==> config.mk <==
export PLATFORM = sky130hd
export DESIGN_NAME = retry_scheduler_with_backoff_flat
export DESIGN_NICKNAME = d
export VERILOG_FILES = /design/src/design/rsb_pkg.sv /design/src/design/rsb_in_if.sv /design/src/design/rsb_out_if.sv /design/src/design/rsb_cfg.sv /design/src/design/rsb_backoff.sv /design/src/design/rsb_deadline.sv /design/src/design/retry_scheduler_with_backoff.sv /design/src/flat_wrapper.sv
export VERILOG_INCLUDE_DIRS = /design/src /design/src/design
export SDC_FILE = /design/constraint.sdc
export NUM_CORES = 2
export LEC_CHECK = 0
export BUFFER_PORTS_ARGS = -buffer_cell sky130_fd_sc_hd__buf_2
export CAP_MARGIN = 25
export CORE_MARGIN = 3
export CORE_UTILIZATION = 60
export DETAILED_ROUTE_END_ITERATION = 10
export HOLD_SLACK_MARGIN = 0.12
export PLACE_DENSITY = 0.76
export SLEW_MARGIN = 20
export SYNTH_ARGS = -nofsm -noshare
export SYNTH_HDL_FRONTEND = slang
export SYNTH_SLANG_ARGS = --single-unit
export TNS_END_PERCENT = 30
==> constraint.sdc <==
create_clock -name clk -period 47 [get_ports clk]
set_input_delay 2.35 -clock clk [delete_from_list [all_inputs] [get_ports clk]]
set_output_delay 2.35 -clock clk [all_outputs]
set_load 0.005 [all_outputs]
==> src/design/retry_scheduler_with_backoff_defines.svh <==
// Assertion macros for the retry scheduler.
`ifndef RETRY_SCHEDULER_WITH_BACKOFF_DEFINES_SVH
`define RETRY_SCHEDULER_WITH_BACKOFF_DEFINES_SVH
`ifndef SYNTHESIS
`define RSB_ASSERT_NOW(label, prop, msg) \
  label: assert property (@(posedge clk) disable iff (!rst_n) prop) \
    else $error(msg);
`define RSB_ASSERT_NEXT(label, pre, post, msg) \
  label: assert property (@(posedge clk) disable iff (!rst_n) pre |=> post) \
    else $error(msg);
`else
`define RSB_ASSERT_NOW(label, prop, msg)
`define RSB_ASSERT_NEXT(label, pre, post, msg)
`endif
`endif

==> src/design/rsb_pkg.sv <==
`default_nettype none
package rsb_pkg;

  localparam int CMD_W      = 2;
  localparam int NOW_W      = 62;
  localparam int DL_W       = 63;
  localparam int MS_W       = 32;
  localparam int CNT_W      = 32;
  localparam int PERIOD_W   = 17;
  localparam int THRESH_W   = 8;
  localparam int MULT_W     = 11;
  localparam int PMS_W      = 27;
  localparam int PUS_W      = 37;
  localparam int CAPRAW_W   = 38;
  localparam int DELTA_W    = 42;
  localparam int PADDR_W    = 5;
  localparam int PDATA_W    = 32;
  localparam int REG_IDX_W  = 3;
  localparam int SETTLE_W   = 2;

  localparam logic [CMD_W-1:0] CMD_QUERY  = 2'd0;
  localparam logic [CMD_W-1:0] CMD_REPORT = 2'd1;
  localparam logic [CMD_W-1:0] CMD_SKIP   = 2'd2;

  localparam logic [REG_IDX_W-1:0] REG_PERIOD    = 3'd0;
  localparam logic [REG_IDX_W-1:0] REG_THRESHOLD = 3'd1;
  localparam logic [REG_IDX_W-1:0] REG_FLOOR     = 3'd2;
  localparam logic [REG_IDX_W-1:0] REG_CAP_MULT  = 3'd3;
  localparam logic [REG_IDX_W-1:0] REG_CAP_MIN   = 3'd4;
  localparam logic [REG_IDX_W-1:0] REG_CAP_MAX   = 3'd5;

  localparam logic [9:0]  MS_PER_S  = 10'd1000;
  localparam logic [9:0]  US_PER_MS = 10'd1000;
  localparam logic [19:0] US_PER_S  = 20'd1000000;

  localparam logic [PERIOD_W-1:0] PERIOD_RST    = 17'd5;
  localparam logic [THRESH_W-1:0] THRESHOLD_RST = 8'd2;
  localparam logic [MS_W-1:0]     FLOOR_RST     = 32'd1000;
  localparam logic [MULT_W-1:0]   CAP_MULT_RST  = 11'd16;
  localparam logic [MS_W-1:0]     CAP_MIN_RST   = 32'd60000;
  localparam logic [MS_W-1:0]     CAP_MAX_RST   = 32'd600000;

  localparam logic [SETTLE_W-1:0] SETTLE_CYCLES = 2'd3;

  typedef struct packed {
    logic [PMS_W-1:0]    per_ms;
    logic [PUS_W-1:0]    period_us;
    logic [THRESH_W-1:0] threshold;
    logic [MS_W-1:0]     floor_ms;
    logic [MS_W-1:0]     cap_ms;
  } cfg_t;

  typedef struct packed {
    logic [MS_W-1:0]  backoff_cur;
    logic [CNT_W-1:0] failure_run;
    logic [CNT_W-1:0] success_count;
    logic [CNT_W-1:0] failure_count;
    logic [CNT_W-1:0] skip_count;
    logic             last_ok;
    logic             attempted;
  } stats_t;

  typedef struct packed {
    logic             upd_deadline;
    logic             skip;
    logic [MS_W-1:0]  wait_ms;
    logic [NOW_W-1:0] now_us;
    stats_t           stats;
  } s1_t;

  typedef struct packed {
    logic               upd_deadline;
    logic [DELTA_W-1:0] delta_us;
    logic [NOW_W-1:0]   now_us;
    stats_t             stats;
  } s2_t;

endpackage
`default_nettype wire

==> src/design/rsb_in_if.sv <==
`default_nettype none
interface rsb_in_if import rsb_pkg::*; ();
  logic             valid;
  logic             ready;
  logic [CMD_W-1:0] command;
  logic [NOW_W-1:0] now_us;
  logic             outcome_ok;

  modport source (output valid, command, now_us, outcome_ok, input ready);
  modport sink (input valid, command, now_us, outcome_ok, output ready);
endinterface
`default_nettype wire

==> src/design/rsb_out_if.sv <==
`default_nettype none
interface rsb_out_if import rsb_pkg::*; ();
  logic             valid;
  logic             ready;
  logic             due;
  logic [DL_W-1:0]  next_deadline_us;
  logic [MS_W-1:0]  current_backoff_ms;
  logic [CNT_W-1:0] failure_run;
  logic [CNT_W-1:0] success_count;
  logic [CNT_W-1:0] failure_count;
  logic [CNT_W-1:0] skip_count;
  logic             last_ok;
  logic             attempted;

  modport source (output valid, due, next_deadline_us, current_backoff_ms, failure_run,
                  success_count, failure_count, skip_count, last_ok, attempted,
                  input ready);
  modport sink (input valid, due, next_deadline_us, current_backoff_ms, failure_run,
                success_count, failure_count, skip_count, last_ok, attempted,
                output ready);
endinterface
`default_nettype wire

==> src/design/rsb_cfg.sv <==
`default_nettype none
module rsb_cfg import rsb_pkg::*; (
  input  wire logic               clk,
  input  wire logic               rst_n,
  input  wire logic               psel,
  input  wire logic               penable,
  input  wire logic               pwrite,
  input  wire logic [PADDR_W-1:0] paddr,
  input  wire logic [PDATA_W-1:0] pwdata,
  output logic      [PDATA_W-1:0] prdata,
  output logic                    pready,
  output cfg_t                    cfg,
  output logic                    cfg_busy
);

  logic [PERIOD_W-1:0] period_r;
  logic [THRESH_W-1:0] threshold_r;
  logic [MS_W-1:0]     floor_r;
  logic [MULT_W-1:0]   cap_mult_r;
  logic [MS_W-1:0]     cap_min_r;
  logic [MS_W-1:0]     cap_max_r;

  logic [PMS_W-1:0]    period_ms_r;
  logic [PUS_W-1:0]    period_us_r;
  logic [CAPRAW_W-1:0] cap_raw_r;
  logic [MS_W-1:0]     cap_r;
  logic [CAPRAW_W-1:0] cap_lo;
  logic [MS_W-1:0]     cap_nxt;

  logic [SETTLE_W-1:0] settle_r;
  logic [SETTLE_W-1:0] settle_nxt;

  logic                 wr_en;
  logic [REG_IDX_W-1:0] reg_idx;

  assign pready  = 1'b1;
  assign wr_en   = psel && penable && pwrite;
  assign reg_idx = paddr[PADDR_W-1:2];

  always_ff @(posedge clk) begin
    if (!rst_n) begin
      period_r    <= PERIOD_RST;
      threshold_r <= THRESHOLD_RST;
      floor_r     <= FLOOR_RST;
      cap_mult_r  <= CAP_MULT_RST;
      cap_min_r   <= CAP_MIN_RST;
      cap_max_r   <= CAP_MAX_RST;
    end else if (wr_en) begin
      case (reg_idx)
        REG_PERIOD:    period_r    <= pwdata[PERIOD_W-1:0];
        REG_THRESHOLD: threshold_r <= pwdata[THRESH_W-1:0];
        REG_FLOOR:     floor_r     <= pwdata[MS_W-1:0];
        REG_CAP_MULT:  cap_mult_r  <= pwdata[MULT_W-1:0];
        REG_CAP_MIN:   cap_min_r   <= pwdata[MS_W-1:0];
        REG_CAP_MAX:   cap_max_r   <= pwdata[MS_W-1:0];
        default: ;
      endcase
    end
  end

  always_comb begin
    case (reg_idx)
      REG_PERIOD:    prdata = PDATA_W'(period_r);
      REG_THRESHOLD: prdata = PDATA_W'(threshold_r);
      REG_FLOOR:     prdata = PDATA_W'(floor_r);
      REG_CAP_MULT:  prdata = PDATA_W'(cap_mult_r);
      REG_CAP_MIN:   prdata = PDATA_W'(cap_min_r);
      REG_CAP_MAX:   prdata = PDATA_W'(cap_max_r);
      default:       prdata = '0;
    endcase
  end

  // Three register stages derive the cap: two multiplies, then the clamp.
  assign cap_lo  = (cap_raw_r < CAPRAW_W'(cap_min_r)) ? CAPRAW_W'(cap_min_r) : cap_raw_r;
  assign cap_nxt = (cap_lo > CAPRAW_W'(cap_max_r)) ? cap_max_r : cap_lo[MS_W-1:0];

  always_ff @(posedge clk) begin
    period_ms_r <= PMS_W'(period_r) * PMS_W'(MS_PER_S);
    period_us_r <= PUS_W'(period_r) * PUS_W'(US_PER_S);
    cap_raw_r   <= CAPRAW_W'(period_ms_r) * CAPRAW_W'(cap_mult_r);
    cap_r       <= cap_nxt;
  end

  always_comb begin
    settle_nxt = settle_r;
    if (wr_en) begin
      settle_nxt = SETTLE_CYCLES;
    end else if (settle_r != '0) begin
      settle_nxt = settle_r - SETTLE_W'(1);
    end
  end

  always_ff @(posedge clk) begin
    if (!rst_n) begin
      settle_r <= SETTLE_CYCLES;
    end else begin
      settle_r <= settle_nxt;
    end
  end

  assign cfg_busy      = (settle_r != '0);
  assign cfg.per_ms    = period_ms_r;
  assign cfg.period_us = period_us_r;
  assign cfg.threshold = threshold_r;
  assign cfg.floor_ms  = floor_r;
  assign cfg.cap_ms    = cap_r;

endmodule
`default_nettype wire

==> src/design/rsb_backoff.sv <==
`default_nettype none
module rsb_backoff import rsb_pkg::*; (
  input  wire logic clk,
  input  wire logic rst_n,
  rsb_in_if.sink    in_if,
  input  wire cfg_t cfg,
  input  wire logic cfg_busy,
  output s1_t       s1,
  output logic      s1_valid,
  input  wire logic s1_ready
);

  logic             v0_r;
  logic             v0_nxt;
  logic [CMD_W-1:0] cmd0_r;
  logic [NOW_W-1:0] now0_r;
  logic             ok0_r;

  logic v1_r;
  logic v1_nxt;
  s1_t  s1_r;
  s1_t  s1_nxt;

  logic [MS_W-1:0]  backoff_r;
  logic [CNT_W-1:0] run_r;
  logic [CNT_W-1:0] succ_r;
  logic [CNT_W-1:0] fail_r;
  logic [CNT_W-1:0] skips_r;
  logic             last_r;
  logic             tried_r;

  logic [MS_W-1:0]  backoff_nxt;
  logic [CNT_W-1:0] run_nxt;
  logic [CNT_W-1:0] succ_nxt;
  logic [CNT_W-1:0] fail_nxt;
  logic [CNT_W-1:0] skips_nxt;
  logic             last_nxt;
  logic             tried_nxt;

  logic rdy0;
  logic rdy1;
  logic in_acc;
  logic take1;

  logic [CNT_W-1:0] run_inc;
  logic             grow;
  logic [MS_W:0]    base;
  logic [MS_W:0]    floored;
  logic [MS_W-1:0]  grown;
  logic [MS_W-1:0]  period_ext;
  logic [MS_W-1:0]  wait_ms;

  assign rdy1        = !v1_r || s1_ready;
  assign rdy0        = !v0_r || rdy1;
  assign in_if.ready = rdy0 && !cfg_busy;
  assign in_acc      = in_if.valid && in_if.ready;
  assign take1       = v0_r && rdy1;
  assign v0_nxt      = in_acc || (v0_r && !rdy1);
  assign v1_nxt      = take1 || (v1_r && !s1_ready);

  assign period_ext = MS_W'(cfg.per_ms);
  assign run_inc    = run_r + CNT_W'(1);
  assign grow       = (run_inc >= CNT_W'(cfg.threshold));
  assign base       = (backoff_r != '0) ? {backoff_r, 1'b0} : {period_ext, 1'b0};
  assign floored    = (base < (MS_W+1)'(cfg.floor_ms)) ? (MS_W+1)'(cfg.floor_ms) : base;
  assign grown      = (floored > (MS_W+1)'(cfg.cap_ms)) ? cfg.cap_ms : floored[MS_W-1:0];

  always_comb begin
    backoff_nxt = backoff_r;
    run_nxt     = run_r;
    succ_nxt    = succ_r;
    fail_nxt    = fail_r;
    skips_nxt   = skips_r;
    last_nxt    = last_r;
    tried_nxt   = tried_r;
    wait_ms     = period_ext;
    if (take1) begin
      if (cmd0_r == CMD_REPORT) begin
        tried_nxt = 1'b1;
        last_nxt  = ok0_r;
        if (ok0_r) begin
          succ_nxt    = succ_r + CNT_W'(1);
          run_nxt     = '0;
          backoff_nxt = '0;
        end else begin
          fail_nxt = fail_r + CNT_W'(1);
          run_nxt  = run_inc;
          if (grow) begin
            backoff_nxt = grown;
          end
          if (backoff_nxt > period_ext) begin
            wait_ms = backoff_nxt;
          end
        end
      end else if (cmd0_r == CMD_SKIP) begin
        skips_nxt = skips_r + CNT_W'(1);
      end
    end
  end

  always_comb begin
    s1_nxt.upd_deadline        = (cmd0_r == CMD_REPORT) || (cmd0_r == CMD_SKIP);
    s1_nxt.skip                = (cmd0_r == CMD_SKIP);
    s1_nxt.wait_ms             = wait_ms;
    s1_nxt.now_us              = now0_r;
    s1_nxt.stats.backoff_cur   = backoff_nxt;
    s1_nxt.stats.failure_run   = run_nxt;
    s1_nxt.stats.success_count = succ_nxt;
    s1_nxt.stats.failure_count = fail_nxt;
    s1_nxt.stats.skip_count    = skips_nxt;
    s1_nxt.stats.last_ok       = last_nxt;
    s1_nxt.stats.attempted     = tried_nxt;
  end

  always_ff @(posedge clk) begin
    if (!rst_n) begin
      v0_r      <= 1'b0;
      v1_r      <= 1'b0;
      backoff_r <= '0;
      run_r     <= '0;
      succ_r    <= '0;
      fail_r    <= '0;
      skips_r   <= '0;
      last_r    <= 1'b0;
      tried_r   <= 1'b0;
    end else begin
      v0_r      <= v0_nxt;
      v1_r      <= v1_nxt;
      backoff_r <= backoff_nxt;
      run_r     <= run_nxt;
      succ_r    <= succ_nxt;
      fail_r    <= fail_nxt;
      skips_r   <= skips_nxt;
      last_r    <= last_nxt;
      tried_r   <= tried_nxt;
    end
  end

  always_ff @(posedge clk) begin
    if (in_acc) begin
      cmd0_r <= in_if.command;
      now0_r <= in_if.now_us;
      ok0_r  <= in_if.outcome_ok;
    end
    if (take1) begin
      s1_r <= s1_nxt;
    end
  end

  assign s1       = s1_r;
  assign s1_valid = v1_r;

endmodule
`default_nettype wire

==> src/design/rsb_deadline.sv <==
`default_nettype none
module rsb_deadline import rsb_pkg::*; (
  input  wire logic clk,
  input  wire logic rst_n,
  input  wire cfg_t cfg,
  input  wire s1_t  s1,
  input  wire logic s1_valid,
  output logic      s1_ready,
  rsb_out_if.source out_if
);

  logic v2_r;
  logic v2_nxt;
  s2_t  s2_r;
  s2_t  s2_nxt;

  logic v3_r;
  logic v3_nxt;
  logic            due_r;
  logic [DL_W-1:0] dl_out_r;
  stats_t          stats_r;

  logic [DL_W-1:0] deadline_r;
  logic [DL_W-1:0] sum_us;
  logic [DL_W-1:0] dl_nxt;
  logic            due_nxt;

  logic rdy2;
  logic rdy3;
  logic take2;
  logic take3;

  assign rdy3     = !v3_r || out_if.ready;
  assign rdy2     = !v2_r || rdy3;
  assign s1_ready = rdy2;
  assign take2    = s1_valid && rdy2;
  assign take3    = v2_r && rdy3;
  assign v2_nxt   = take2 || (v2_r && !rdy3);
  assign v3_nxt   = take3 || (v3_r && !out_if.ready);

  always_comb begin
    s2_nxt.upd_deadline = s1.upd_deadline;
    s2_nxt.now_us       = s1.now_us;
    s2_nxt.stats        = s1.stats;
    if (s1.skip) begin
      s2_nxt.delta_us = DELTA_W'(cfg.period_us);
    end else begin
      s2_nxt.delta_us = DELTA_W'(s1.wait_ms) * DELTA_W'(US_PER_MS);
    end
  end

  assign sum_us  = {1'b0, s2_r.now_us} + DL_W'(s2_r.delta_us);
  assign dl_nxt  = s2_r.upd_deadline ? sum_us : deadline_r;
  assign due_nxt = (dl_nxt == '0) || ({1'b0, s2_r.now_us} >= dl_nxt);

  always_ff @(posedge clk) begin
    if (!rst_n) begin
      v2_r       <= 1'b0;
      v3_r       <= 1'b0;
      deadline_r <= '0;
    end else begin
      v2_r <= v2_nxt;
      v3_r <= v3_nxt;
      if (take3) begin
        deadline_r <= dl_nxt;
      end
    end
  end

  always_ff @(posedge clk) begin
    if (take2) begin
      s2_r <= s2_nxt;
    end
    if (take3) begin
      due_r    <= due_nxt;
      dl_out_r <= dl_nxt;
      stats_r  <= s2_r.stats;
    end
  end

  assign out_if.valid              = v3_r;
  assign out_if.due                = due_r;
  assign out_if.next_deadline_us   = dl_out_r;
  assign out_if.current_backoff_ms = stats_r.backoff_cur;
  assign out_if.failure_run        = stats_r.failure_run;
  assign out_if.success_count      = stats_r.success_count;
  assign out_if.failure_count      = stats_r.failure_count;
  assign out_if.skip_count         = stats_r.skip_count;
  assign out_if.last_ok            = stats_r.last_ok;
  assign out_if.attempted          = stats_r.attempted;

endmodule
`default_nettype wire

==> src/design/retry_scheduler_with_backoff.sv <==
// Capped exponential backoff scheduler for one destination. One transaction on the input
// channel (query, outcome report or offline skip, with the current time in microseconds)
// yields exactly one result transaction carrying the due flag, the new deadline and all
// counters. The block takes one transaction per clock cycle unless back-pressure or a register
// update holds the input off; each result passes through a four-stage pipeline (input
// register, backoff update, microsecond scaling, deadline add and compare) in which each
// stage holds its item on back-pressure, so up to four transactions may be in flight while
// a result waits to be taken. Writing any register, and leaving reset, hold the input off
// while the period and backoff cap derived from the registers are recomputed through
// registered multipliers.
`default_nettype none
`include "retry_scheduler_with_backoff_defines.svh"
module retry_scheduler_with_backoff import rsb_pkg::*; (
  input  wire logic               clk,
  input  wire logic               rst_n,
  rsb_in_if.sink                  in_if,
  rsb_out_if.source               out_if,
  input  wire logic               psel,
  input  wire logic               penable,
  input  wire logic               pwrite,
  input  wire logic [PADDR_W-1:0] paddr,
  input  wire logic [PDATA_W-1:0] pwdata,
  output logic      [PDATA_W-1:0] prdata,
  output logic                    pready
);

  cfg_t cfg;
  logic cfg_busy;
  s1_t  s1;
  logic s1_valid;
  logic s1_ready;

  rsb_cfg u_cfg (
    .clk      (clk),
    .rst_n    (rst_n),
    .psel     (psel),
    .penable  (penable),
    .pwrite   (pwrite),
    .paddr    (paddr),
    .pwdata   (pwdata),
    .prdata   (prdata),
    .pready   (pready),
    .cfg      (cfg),
    .cfg_busy (cfg_busy)
  );

  rsb_backoff u_backoff (
    .clk      (clk),
    .rst_n    (rst_n),
    .in_if    (in_if),
    .cfg      (cfg),
    .cfg_busy (cfg_busy),
    .s1       (s1),
    .s1_valid (s1_valid),
    .s1_ready (s1_ready)
  );

  rsb_deadline u_deadline (
    .clk      (clk),
    .rst_n    (rst_n),
    .cfg      (cfg),
    .s1       (s1),
    .s1_valid (s1_valid),
    .s1_ready (s1_ready),
    .out_if   (out_if)
  );

  `RSB_ASSERT_NEXT(a_cfg_write_blocks_input, psel && penable && pwrite, !in_if.ready, "input accepted straight after a register write")
  `RSB_ASSERT_NOW(a_not_due_has_deadline, out_if.valid && !out_if.due |-> out_if.next_deadline_us != '0, "result not due without a deadline")
  `RSB_ASSERT_NOW(a_untried_is_clean, out_if.valid && !out_if.attempted |-> !out_if.last_ok && out_if.success_count == '0 && out_if.failure_count == '0, "outcome state set before any report")

endmodule
`default_nettype wire
==> src/flat_wrapper.sv <==
// flat-port wrapper written by rule: the top's interface ports become plain ports
module retry_scheduler_with_backoff_flat import rsb_pkg::*;
  (clk, rst_n, psel, penable, pwrite, paddr, pwdata, prdata, pready, in_if_valid, in_if_command, in_if_now_us, in_if_outcome_ok, in_if_ready, out_if_valid, out_if_due, out_if_next_deadline_us, out_if_current_backoff_ms, out_if_failure_run, out_if_success_count, out_if_failure_count, out_if_skip_count, out_if_last_ok, out_if_attempted, out_if_ready);
  rsb_in_if in_if_i ();
  rsb_out_if out_if_i ();
  input  wire logic clk;
  input  wire logic rst_n;
  input  wire logic psel;
  input  wire logic penable;
  input  wire logic pwrite;
  input  wire logic [PADDR_W-1:0] paddr;
  input  wire logic [PDATA_W-1:0] pwdata;
  output logic      [PDATA_W-1:0] prdata;
  output logic pready;
  input wire logic [$bits(in_if_i.valid)-1:0] in_if_valid;
  input wire logic [$bits(in_if_i.command)-1:0] in_if_command;
  input wire logic [$bits(in_if_i.now_us)-1:0] in_if_now_us;
  input wire logic [$bits(in_if_i.outcome_ok)-1:0] in_if_outcome_ok;
  output wire logic [$bits(in_if_i.ready)-1:0] in_if_ready;
  output wire logic [$bits(out_if_i.valid)-1:0] out_if_valid;
  output wire logic [$bits(out_if_i.due)-1:0] out_if_due;
  output wire logic [$bits(out_if_i.next_deadline_us)-1:0] out_if_next_deadline_us;
  output wire logic [$bits(out_if_i.current_backoff_ms)-1:0] out_if_current_backoff_ms;
  output wire logic [$bits(out_if_i.failure_run)-1:0] out_if_failure_run;
  output wire logic [$bits(out_if_i.success_count)-1:0] out_if_success_count;
  output wire logic [$bits(out_if_i.failure_count)-1:0] out_if_failure_count;
  output wire logic [$bits(out_if_i.skip_count)-1:0] out_if_skip_count;
  output wire logic [$bits(out_if_i.last_ok)-1:0] out_if_last_ok;
  output wire logic [$bits(out_if_i.attempted)-1:0] out_if_attempted;
  input wire logic [$bits(out_if_i.ready)-1:0] out_if_ready;
  assign in_if_i.valid = in_if_valid;
  assign in_if_i.command = in_if_command;
  assign in_if_i.now_us = in_if_now_us;
  assign in_if_i.outcome_ok = in_if_outcome_ok;
  assign in_if_ready = in_if_i.ready;
  assign out_if_valid = out_if_i.valid;
  assign out_if_due = out_if_i.due;
  assign out_if_next_deadline_us = out_if_i.next_deadline_us;
  assign out_if_current_backoff_ms = out_if_i.current_backoff_ms;
  assign out_if_failure_run = out_if_i.failure_run;
  assign out_if_success_count = out_if_i.success_count;
  assign out_if_failure_count = out_if_i.failure_count;
  assign out_if_skip_count = out_if_i.skip_count;
  assign out_if_last_ok = out_if_i.last_ok;
  assign out_if_attempted = out_if_i.attempted;
  assign out_if_i.ready = out_if_ready;
  retry_scheduler_with_backoff u_core (.clk(clk), .rst_n(rst_n), .in_if(in_if_i), .out_if(out_if_i), .psel(psel), .penable(penable), .pwrite(pwrite), .paddr(paddr), .pwdata(pwdata), .prdata(prdata), .pready(pready));
endmodule
## Word-level counts from Yosys, hierarchy flattened

Index checks and enable logic that the tools add are counted.

| operators by class | value |
|---|---|
| $add $sub $neg | 6 |
| $mul | 4 |
| divide/modulo/power cells | 0 |
| order comparisons | 7 |
| eq/ne operators | 7 |
| shift-type cells | 0 |
| muxes and demuxes | 34 |
| bitwise gates (word level) | 3 |
| reductions and logical operators | 42 |

Operators by type and width:

| operator | number |
|---|---|
| 32-bit 2-to-1 mux | 21 |
| 32-bit one-hot mux with 6 select lines | 1 |
| 32-bit by 1-bit adder with 32-bit output, second input constant | 4 |
| 27-bit 2-to-1 mux | 3 |
| 33-bit 2-to-1 mux | 2 |
| 62-bit by 42-bit adder with 63-bit output | 1 |
| 62-bit by 63-bit >= comparator with 1-bit output | 1 |
| 63-bit zero test | 1 |
| 63-bit 2-to-1 mux | 1 |
| 32-bit by 7-bit multiplier with 39-bit output, second input constant | 1 |
| 38-bit by 32-bit greater-than comparator with 1-bit output | 1 |
| 38-bit by 32-bit less-than comparator with 1-bit output | 1 |
| 38-bit 2-to-1 mux | 1 |
| 37-bit 2-to-1 mux | 1 |
| 24-bit by 11-bit multiplier with 35-bit output | 1 |
| 33-bit by 32-bit greater-than comparator with 1-bit output | 1 |
| 33-bit by 32-bit less-than comparator with 1-bit output | 1 |
| 32-bit by 8-bit >= comparator with 1-bit output | 1 |
| 32-bit by 27-bit greater-than comparator with 1-bit output | 1 |
| 32-bit nonzero test | 1 |
| 17-bit by 14-bit multiplier with 31-bit output, second input constant | 1 |
| 17-bit by 7-bit multiplier with 24-bit output, second input constant | 1 |
| 2-bit AND reduction | 6 |
| 1-bit logical AND | 11 |
| 14 further kinds | 38 |

| storage, ports and cells | value |
|---|---|
| bits in registers | 1,298 |
| bits in latches | 0 |
| memory bits (writable) | 0 |
| ROM bits | 0 |
| bits of input ports | 109 |
| output and inout bits | 261 |
| memories | 0 |

## Depth between registers and ports, before layout

| logic depth | value |
|---|---|
| word-level depth | 14 |
| depth in mapped cells | 44 |

## Modules after synthesis

From an unflattened synthesis, not the netlist that was laid out.

| second synthesis, totals | value |
|---|---|
| cells, all modules | 6,890 |
| area, all modules | 75,642.5 µm² |

By module, submodules not included:

| module | instances | cells each | area each (µm²) | sequential area each (µm²) |
|---|---|---|---|---|
| rsb_deadline | 1 | 2,179 | 28,235.8 | 16,105.4 |
| rsb_cfg | 1 | 2,756 | 24,961.4 | 5,084.9 |
| rsb_backoff | 1 | 1,955 | 22,445.3 | 12,982.5 |

## Worst setup path before layout

No wires, ideal clock.

| path | value |
|---|---|
| path type | input to register |
| start point | in out_if_ready |
| end point | reg u_core.u_deadline.s2_r[0] (netlist bit), enable pin |
| library setup time | 1.293 ns |
| data arrival time | 21.438 ns |
| slack | 24.269 ns |
| stages on the path | 2 |
| path buffers | 0 |
| cells stage by stage | nor2b_1 > a21boi_0 |

| on the way | value |
|---|---|
| cells in the longest elaborated chain, start to end | 3 |

Ends and longest elaborated chain:

| what | line | text |
|---|---|---|
| start: declaration | flat_wrapper.sv:30 | `input wire logic [$bits(out_if_i.ready)-1:0] out_if_ready;` |
| 1-bit logical OR | rsb_deadline.sv:33 | `assign rdy3 = !v3_r \|\| out_if.ready;` |
| 1-bit logical OR | rsb_deadline.sv:34 | `assign rdy2 = !v2_r \|\| rdy3;` |
| 1-bit logical AND | rsb_deadline.sv:36 | `assign take2 = s1_valid && rdy2;` |
| via u_core.u_deadline.take2 | rsb_deadline.sv:30 | `logic take2;` |
| end signal: assignment | rsb_deadline.sv:72 | `s2_r <= s2_nxt;` |
| end: declaration | rsb_deadline.sv:14 | `s2_t s2_r;` |

The timed path passes the listed nets, and every way through them passes these cells.
A chain may end at the register's enable or synchronous reset.

==> impl_metrics.sql <==
INSERT INTO impl_metrics (metric_group, metric, value, unit) VALUES
('routing', 'post-route-drc-count', '0', ''),
('synthesis', 'synth_enable_flop_cells', '813', ''),
('grt', 'grt.met2_usage', '46.8', '%'),
('floorplan', 'start_util', '60.5', '%'),
('power_and_ir_drop', 'p_leak', '33.6', 'nW'),
('timing', 'slew_viol_final', '0', ''),
('placed_design', 'placement.io_buffers', '366', ''),
('grt', 'met3_usage', '4.54', '%'),
('clock_tree', 'clock_tree.htree_level_count', '4', ''),
('placed_design', 'placed_instances', '8215', ''),
('grt', 'grt_busiest_layer', 'met2', ''),
('synthesis', 'asyncSetResetFlopFracSynth', '0', '%'),
('timing', 'report.final.hold_viol_count', '0', ''),
('layout', 'layout-area-overhead-vs-synth', '11.3', '%'),
('layout', 'proportion_of_layout_cells_with_a_drive_suffix_above_1', '12.1', '%'),
('floorplan', 'dieHeight', '354', 'microns'),
('clock_tree', 'cts_hold_buf', '0', ''),
('timing', 'worstMarginPinSlew', '1.09', 'ns'),
('clock_tree', 'insertion_delay', '0.78', 'ns'),
('setup_path', 'r2r_cells', '42', ''),
('grt', 'grt_antenna_before_repair', '5', ''),
('grt', 'overflow', '0', ''),
('routing', 'number_of_nets_still_failing_antenna_checks_after_routing', '0', ''),
('routing', 'detailedRoute.firstPassIterationCount', '6', ''),
('routing', 'avgViaCountPerCell', '5.83', ''),
('grt', 'grt_max_degree', '178', ''),
('clock_tree', 'clkSlewWorstSetupHoldPaths', '0.06', 'ns'),
('clock_tree', 'cts_buffers', '135', ''),
('synthesis', 'netlist_instances', '6402', ''),
('power_and_ir_drop', 'power-per-cell-area', '32.7', 'nW/um^2'),
('clock_tree', 'postCtsResizedCells', '0', ''),
('setup_path', 'worstPathArrival', '10.67', 'ns'),
('setup_path', 'path_class', 'reg -> reg', ''),
('synthesis', 'synth_ff_type', 'sky130_fd_sc_hd__edfxtp_1', ''),
('layout', 'finalNetCount', '7842', ''),
('grt', 'global_route.usage.met1', '38.7', '%'),
('floorplan', 'fp.dieW', '354', 'microns'),
('setup_path', 'crit_path_end_kind', 'flip-flop', ''),
('floorplan', 'fp-row-count', '127', ''),
('synthesis', 'count_of_synthesis_stage_warnings_from_yosys', '0', ''),
('synthesis', 'synth.distinct_cells', '93', ''),
('synthesis', 'synth.yosys.seq_area_share', '46.9', '%'),
('grt', 'first_pass_grt_wire_length', '282000', 'microns'),
('timing', 'fmax', '98.3', 'MHz'),
('clock_tree', 'numClockSinks', '1296', ''),
('synthesis', 'mappedNetlistNets', '7501', ''),
('layout', 'final_cell_count_no_fill', '8471', ''),
('outcome', 'run_status', 'finished clean', ''),
('placed_design', 'dp_hpwl', '132000', 'microns'),
('clock_tree', 'clock_tree_from_tritoncts', 'yes', ''),
('worst_hold_path', 'min_path_cells', '0', ''),
('timing', 'final.setup_skew', '0.0307', 'ns'),
('timing', 'setup-violations-final', '0', ''),
('power_and_ir_drop', 'vdd_drop_max', '0.0410', 'mV'),
('synthesis', 'avg_inst_size_synth', '11.4', 'sq um'),
('routing', 'wire_per_inst', '21.4', 'microns'),
('grt', 'grt_util_all_layers', '29.0', '%'),
('setup_path', 'cpPeakStageDelay', '0.64', 'ns'),
('timing', 'min_period', '10.17', 'ns'),
('timing', 'timing.final.crit_share', '21.6', '%'),
('layout', 'layout_commonest_cell', 'sky130_fd_sc_hd__edfxtp_1', ''),
('setup_path', 'critical_path_maximum_fanout', '35', ''),
('setup_path', 'critPathRequiredTime', '47.50', 'ns'),
('job', 'max-cap-violations', '0', ''),
('routing', 'route.final.wire_length', '181000', 'microns'),
('layout', 'layout.cells.most_common_list', 'sky130_fd_sc_hd__edfxtp_1, sky130_fd_sc_hd__nand2_1, sky130_fd_sc_hd__inv_1', ''),
('floorplan', 'ioPinCount', '370', ''),
('timing', 'setup_total_negative_slack', '0', 'ns'),
('floorplan', 'design.die.area', '125000', 'sq um'),
('layout', 'fill_cells', '8822', ''),
('setup_path', 'critical_path.most_common_cell', 'sky130_fd_sc_hd__a21o_1', '');
-- cells in the mapped netlist, drive strengths merged, types with 54 or more instances --
| cell | count | share of area [%] |
|---|---|---|
| a211oi | 54 | 0.56 |
| a21o | 158 | 1.6 |
| a21oi | 338 | 2.3 |
| and2 | 272 | 2.3 |
| clkbuf | 214 | 1.1 |
| dfxtp | 483 | 13 |
| edfxtp | 813 | 34 |
| fa | 417 | 11 |
| ha | 573 | 9.9 |
| inv | 599 | 3.1 |
| mux2 | 123 | 2.0 |
| mux2i | 111 | 1.5 |
| nand2 | 696 | 3.6 |
| nand3 | 109 | 0.75 |
| nand4 | 76 | 0.66 |
| nor2 | 273 | 1.4 |
| nor3 | 57 | 0.39 |
| o21ai | 185 | 1.3 |
| xnor2 | 158 | 1.9 |
| xor2 | 86 | 1.0 |
-- logic make-up after synthesis --
group | Yosys count | synth area share [%]
AND/OR/NAND/NOR | 1736 | 11.5
flip-flops | 1296 | 46.9
AO/OA/AOI/OAI | 1047 | 9.28
adder cells (fa/ha/maj) | 990 | 21.3
buffers and inverters | 852 | 4.47
XOR/XNOR | 244 | 2.94
multiplexers | 236 | 3.55
other | 1 | 0.00516
-- cell type report --
| type | count | area, sq um | area share [%] |
|---|---|---|---|
| Timing Repair Buffer | 455 | 2600 | 3.22 |
| Sequential cell | 1296 | 34100 | 42.1 |
| Tap cell | 1612 | 2020 | 2.49 |
| Inverter | 601 | 2270 | 2.80 |
| Clock inverter | 71 | 746 | 0.922 |
| Clock buffer | 179 | 3720 | 4.60 |
| Multi-Input combinational cell | 4254 | 35500 | 43.8 |
| Antenna cell | 3 | 7.51 | 0.00928 |
-- layer usage --
metal  share of wire, %  routed length (microns)  vias up
met1                 41                    74400    24100
met4                5.2                     9350        2
met3                7.3                    13200      401
li1                   -                        -    22900
met2                 47                    84500     1899
met5             0.0077                       14        -
-- where the power goes --
group / switching (W) / leakage, nW / internal, W / total [W]
registers: 0.0000180 / 10.6 / 0.00122 / 0.00124
clock network: 0.000457 / 2.18 / 0.000600 / 0.00106
logic: 0.000205 / 20.8 / 0.000145 / 0.000351
total: 0.000681 / 33.6 / 0.00197 / 0.00265
-- stage by stage --
stage          setup slack [ns]  power [W]  area [sq um]
3_5_place_dp              36.92    0.00161         76300
6_report                  36.83    0.00265         80900
3_3_place_gp              36.90    0.00161         76300
2_1_floorplan             24.27    0.00151         72700
5_1_grt                   36.44    0.00275         80900
4_1_cts                   36.82    0.00266         80800
-- worst max-delay path: cells and delay by family, from the launching register on --
family / cells / cell delay, ns
compound gates: 22 / 3.70
simple gates: 10 / 2.45
buf+inv: 4 / 1.36
mux: 3 / 1.12
fa+ha+maj: 3 / 0.86
flops: 1 / 0.36
-- worst paths after layout --
| path | to | from | slack (ns) |
|---|---|---|---|
| worst max register to register | u_core.u_backoff.s1[244] | u_core.u_backoff.backoff_r[27] | 36.83 |
| worst min register to register | u_core.u_deadline.s2_r[188] | u_core.u_backoff.s1[188] | 0.39 |
| worst max-delay path | u_core.u_backoff.s1[244] | u_core.u_backoff.backoff_r[27] | 36.83 |
| worst min-delay path | u_core.u_deadline.s2_r[188] | u_core.u_backoff.s1[188] | 0.39 |
-- registers in the layout (all words and copies together) (netlist names), 35 cells and up --
register and count:
u_core.u_backoff.now0_r 62, u_core.u_backoff.s1 258, u_core.u_cfg.cap_raw_r 35, u_core.u_deadline.deadline_r 63, u_core.u_deadline.out_if.next_deadline_us 63, u_core.u_deadline.s2_r 264
No activity file was read; power rests on OpenSTA's default activity.
